File: config.mk
export PLATFORM = sky130hd
export DESIGN_NAME = siq_cell
export DESIGN_NICKNAME = d
export VERILOG_FILES = /design/src/sv/siq_pkg.sv /design/src/sv/siq_cell.sv
export SDC_FILE = /design/constraint.sdc
export NUM_CORES = 1
export LEC_CHECK = 0
export BUFFER_PORTS_ARGS = -buffer_cell sky130_fd_sc_hd__buf_2
export CORE_MARGIN = 3
export CORE_UTILIZATION = 45
export DETAILED_ROUTE_END_ITERATION = 7
export PLACE_DENSITY = 0.8
export SLEW_MARGIN = 20
export SYNTH_ARGS = -nofsm -noshare
export SYNTH_HDL_FRONTEND = slang
export SYNTH_SLANG_ARGS = --single-unit
File: constraint.sdc
create_clock -name clock -period 5.51 [get_ports clock]
set_input_delay 0.551 -clock clock [delete_from_list [all_inputs] [get_ports clock]]
set_output_delay 0.551 -clock clock [all_outputs]
set_load 0.02 [all_outputs]
File: src/sv/siq_pkg.sv
package siq_pkg;

   localparam int KEY_W       = 32;
   localparam int POS_W       = 7;
   localparam int ID_OUT_W    = 7;
   localparam int COUNT_OUT_W = 8;

   localparam logic [1:0] OP_INSERT = 2'd0;
   localparam logic [1:0] OP_CLEAR  = 2'd1;
   localparam logic [1:0] OP_READ   = 2'd2;

   // broadcast from the top level to every cell of the chain
   typedef struct packed {
      logic                    load;
      logic signed [KEY_W-1:0] key;
      logic [POS_W-1:0]        read_pos;
   } cell_ctrl_type;

endpackage

File: src/sv/siq_cell.sv
module siq_cell #(
   parameter int INDEX = 0,
   parameter int IW    = 7
) (
   input  logic                          clock,
   input  siq_pkg::cell_ctrl_type        ctrl,
   input  logic                          occupied,
   input  logic [IW-1:0]                 new_id,
   input  logic                          prev_less,
   input  logic [IW-1:0]                 prev_id,
   input  logic signed [siq_pkg::KEY_W-1:0] prev_key,
   output logic                          less,
   output logic [IW-1:0]                 id,
   output logic signed [siq_pkg::KEY_W-1:0] key,
   output logic [IW-1:0]                 hit_id
);
   import siq_pkg::*;

   localparam bit ADDRESSABLE = INDEX < (1 << POS_W);

   logic [IW-1:0]           id_ff, id_in;
   logic signed [KEY_W-1:0] key_ff, key_in;

   assign less = occupied && (key_ff < ctrl.key);

   always_comb begin
      id_in  = id_ff;
      key_in = key_ff;
      if (ctrl.load && !less) begin
         if (prev_less) begin
            // first position not smaller: take the new entry here
            id_in  = new_id;
            key_in = ctrl.key;
         end else begin
            // advance the neighbour's entry one place
            id_in  = prev_id;
            key_in = prev_key;
         end
      end
   end

   always_ff @(posedge clock) begin
      id_ff  <= id_in;
      key_ff <= key_in;
   end

   assign id     = id_ff;
   assign key    = key_ff;
   assign hit_id = (ADDRESSABLE && ctrl.read_pos == POS_W'(INDEX)) ? id_ff : '0;

endmodule

* Word-level counts from Yosys, hierarchy flattened
Cells that the tools add are included.
** Operators by class
- Magnitude comparators :: 1
- Muxes and demuxes :: 3
- Reduce and logical (&&, ||, !) cells :: 4
** Operators with widths (count)
- < comparator 32 bit :: 1
- 2-to-1 mux 32 bit :: 1
- 2-to-1 mux 7 bit :: 2
- logical NOT 7 bit :: 1
- logical AND 1 bit :: 2
- logical NOT 1 bit :: 1
** Storage, ports and cells
- Output and inout bits :: 47
- Flip-flop bits (word level) :: 39
- Word-level logic and storage cells :: 10
- Input port bits :: 89

* Depth between registers and ports, before layout
- Depth in word-level cells :: 4
- Mapped depth :: 8
- Mapped depth without buffers :: 8

* Worst setup path before layout
Ideal clock, no wire load.
- Kind :: input to register
- Start :: input port ctrl[14] in the netlist's numbering
- End :: register id_ff[0], in the netlist id[0], enable pin
- Data arrival time :: 3.774 ns
- Buffers on the path :: 0
- Cell stages on the path :: 7
- Setup slack :: 1.276 ns
- Data required time :: 5.050 ns
- Setup time :: 0.460 ns
- Cells stage by stage :: inv_1 ha_1 nand4_1 o311a_1 o41ai_2 a31oi_1 a31oi_1
** Between the ends
- Longest elaborated chain between the ends :: 4
** RTL lines
- start, declared :: RTL line siq_cell.sv:6 : input siq_pkg::cell_ctrl_type ctrl,
- < comparator 32 bit :: RTL line siq_cell.sv:24 : assign less = occupied && (key_ff < ctrl.key);
- logical AND 1 bit :: RTL line siq_cell.sv:24
- logical NOT 1 bit :: RTL line siq_cell.sv:29 : if (ctrl.load && !less) begin
- logical AND 1 bit :: RTL line siq_cell.sv:29
- end signal, assigned :: RTL line siq_cell.sv:43 : id_ff <= id_in;
- end, declared :: RTL line siq_cell.sv:21 : logic [IW-1:0] id_ff, id_in;
No other way between the ends.
A chain may end at the register's enable or synchronous reset.

* Worst setup path in the final report
- Start :: input port ctrl[9] in the netlist's numbering
- End :: output port less
** Between the ends
- Longest elaborated chain between the ends :: 2
** RTL lines
- < comparator 32 bit :: RTL line siq_cell.sv:24
- logical AND 1 bit :: RTL line siq_cell.sv:24
- end, declared :: RTL line siq_cell.sv:12 : output logic less,
No other way between the ends.

==> impl_summary.md <==
Setup path
The critical path endpoint is less. Data on the critical path arrives at its endpoint at 2480 ps. The kind of end point of the critical path is an output port. The data required time at the worst endpoint is 4960 ps.

The kind of critical path is primary input to output port. The cell count along the critical path is 10. The slowest stage of the critical path belongs to the cell a31oi_1. On the critical path the largest part of the delay comes from compound AO/OA/AOI/OAI gates. The startpoint type of the worst setup path is a primary input.

Traced cell by cell, the critical path runs through buf_2, inv_1, ha_1, a211o_1, a31oi_1, o311a_1, o41ai_2, a31oi_1, mux2i_1, buf_2. For the worst flop-to-flop path, the logic depth is 7. The endpoint identified for the worst register-to-register timing path is key[30].

The largest stage delay on the critical path is 360 ps. Along the worst path, the maximum fanout reaches 2. Tracing the worst setup path back leads to its startpoint at ctrl[9].

In this run the register-to-register setup slack is 2540 ps. The beginning of the worst register-to-register path is key[7]. Counting both buffers and inverters, the worst setup path holds a total of 3.

GRT
The total routing usage reported by global routing is 0.174. Entering global routing, the biggest net connects 40 pins. The via count of the first global-routing pass is 1,981. The initial antenna violation count is 0. The first global-routing pass estimated 8730 microns of wire. Summed over all layers, the global routing overflow is 0.

STA
After routing, the total negative slack on setup checks comes to 0 ps. For this run, the top clock speed supported by timing is 330 MHz. Once routing completed, OpenROAD measured the worst setup slack at 2480 ps. The hold violation count in the final report is 0. Setup repair after global routing left no endpoint under its margin.

The worst pin sits at a relative slew slack of 0.404. The worst hold margin is 569 ps. Setup violations remaining at the end of the flow were counted as 0. For the pin with the worst max-slew slack, the measured transition is 894 ps. The fraction of the cycle the final worst path needs is 0.550. The final count of pins violating max slew came to 0.

The clock skew is 7.43 ps. The clock period minus worst slack is 3030 ps.

Clock network
The cell at the root of the clock tree is clkbuf_8. Post-CTS timing repair inserted 0 buffers for setup. The maximum count of clock buffers along a single path is 2.

After clock tree synthesis, the flow added hold-fix buffers numbering 0. The total number of clock tree sinks is 39. The H-tree generated during clock tree synthesis spans 2 levels.

The clock transition time at the flip-flop clock pins of the worst setup and hold paths is 70 ps. Once the clock tree was built, the resizer swapped 0 gates to a different size. At the later pin of the worst-skew pair, clock insertion delay measures 280 ps. The total clock buffers created by CTS is 5. The clock tree from TritonCTS is yes.

Placed design
The worst slack after detailed placement is 2240 ps. The final RePlAce weighted congestion is 0.763. The HPWL after detailed placement is 4780 microns. The quantity of I/O buffers inserted on ports is 135.

Yosys
Yosys printed 0 warnings. The count of distinct cell types in the synthesized netlist is 30. The fraction of the yosys area taken by sequential cells is 0.461. The synthesized design contains 39 register bits. The synthesized cell area is 2540 sq um.

The net count after synthesis is 328. The mean cell area of the mapped netlist is 12.2 sq um. The number of standard cells after synthesis is 208.

Routing
The routed layout has 2,012 vias. The wire length after detailed routing is 5610 microns. The average wire per cell in the routed design is 13.5 microns. The detail route stage leaves a number of antenna-violating nets equal to 0. For this run, design rule violations remaining after detail routing come to 0. The detailed router finished its first iteration with 65 violations. The detailed-routing iteration count for the pre-antenna-repair pass is 4. The per-cell via count in the routed design is 4.82.

Pwr
In this run the power density over the cells is 229 nW/um^2. The worst supply voltage drop on vdd is 171 uV. The power after layout is 0.000777 W. The analysis attributes to cell leakage a power of 1.67 nW.

Die
The region available for standard cell placement spans 5270 sq um. The full die area is 6580 sq um. The width of the die is 81.1 microns. The initial utilization of the core area, before any placement, comes to 0.482.

Row generation in the floorplan step produced 26 rows. The height of the die is 81.1 microns. The I/O pin count is 136.

Layout
The number of filler instances in the final layout is 450. The count of antenna diodes in the layout is 0. The layout overhead on the synthesized area is 33.3%. The final-stage net count is 467. In the final layout, the share of cells above drive strength 1 is 0.545.

Run status
The flow ran to the end, and the final reports show no timing, DRC or antenna violations.

Job
The tool flagged a number of max-cap violations equal to 0.

Min path
The path class of the lowest-slack min-delay path is primary input to flip-flop. The worst hold path was traced through 2 stages.
[stage by stage]
step	util	cells	area, sq um
floorplan	-	208	2540
global placement	0.628	410	3310
detailed placement	0.628	410	3310
CTS	0.643	417	3390
global route	0.643	417	3390
finish	0.643	417	3390
[worst min-delay path by stage]
stage                 start      end  slack, ps
3_5_place_dp   prev_key[20]  key[20]        860
3_3_place_gp    prev_key[0]   key[0]        850
5_1_grt        prev_key[13]  key[13]        560
4_1_cts        prev_key[20]  key[20]        560
6_report       prev_key[20]  key[20]        570
2_1_floorplan    prev_id[0]    id[0]        770
[final cells by class]
| class | count | area [sq um] | area share |
|---|---|---|---|
| clock buffers | 5 | 68.8 | 0.0203 |
| repair buffers | 136 | 683 | 0.202 |
| inverters | 31 | 116 | 0.0344 |
| flip-flops and latches | 39 | 1170 | 0.346 |
| multi-input cells | 134 | 1250 | 0.369 |
| well taps | 70 | 87.6 | 0.0259 |
| clock inverters | 2 | 8.76 | 0.00259 |
[report_power, final]
part	switching, W	leakage (nW)	total [W]	internal, W
Sequential	0.0000138	0.374	0.000379	0.000365
Combinational	0.000126	1.26	0.000224	0.0000983
Clock	0.0000902	0.0414	0.000174	0.0000842
[Yosys cell counts]
cell type | count | area share
ha_1 | 31 | 0.15
a31oi_1 | 3 | 0.0074
nand4_1 | 3 | 0.0074
and3_1 | 1 | 0.0025
mux2_2 | 39 | 0.17
mux2i_1 | 1 | 0.0039
o311a_1 | 1 | 0.0039
a21oi_4 | 1 | 0.0064
a21oi_1 | 12 | 0.024
o41ai_2 | 1 | 0.0064
buf_2 | 1 | 0.0020
o21ai_0 | 5 | 0.0099
inv_1 | 31 | 0.046
or4_1 | 1 | 0.0030
nor4_2 | 1 | 0.0049
a211o_1 | 1 | 0.0034
nand2b_1 | 1 | 0.0025
a21o_1 | 1 | 0.0030
clkbuf_1 | 3 | 0.0044
nand2_1 | 11 | 0.016
nor4_4 | 1 | 0.0084
a221oi_2 | 1 | 0.0059
o21ai_1 | 1 | 0.0020
and2_1 | 7 | 0.017
edfxtp_1 | 39 | 0.46
or2b_1 | 1 | 0.0030
nand3_1 | 3 | 0.0059
nand4_2 | 1 | 0.0049
nor2_1 | 4 | 0.0059
nand2b_2 | 1 | 0.0034
[flip-flops by register name, summed over array words and instances, names as in the netlist]
name	cells
id	7
key	32
[placed cells by master (no fill, tap or decap), types with 5 or more instances in the layout]
cell type,n
a21oi_1,12
and2_1,7
buf_2,135
clkbuf_8,5
edfxtp_1,39
ha_1,31
inv_1,31
mux2_2,39
nand2_1,11
o21ai_0,5
[kinds of logic after synthesis]
logic type / synth area share
buffers and inverters: 0.0522
AO/OA/AOI/OAI: 0.0719
multiplexers: 0.177
flip-flops: 0.461
AND/OR/NAND/NOR: 0.0852
adder cells (fa/ha/maj): 0.153
[metal layers]
layer	routed length (microns)	vias to the layer above	GRT usage	part of all wire
li1	-	1037	-	-
met1	2110	899	0.195	0.38
met2	3040	72	0.326	0.54
met3	401	4	0.0399	0.071
met4	64	0	0.0507	0.011
met5	0	-	0	0
(Power assumes the default switching activity.)
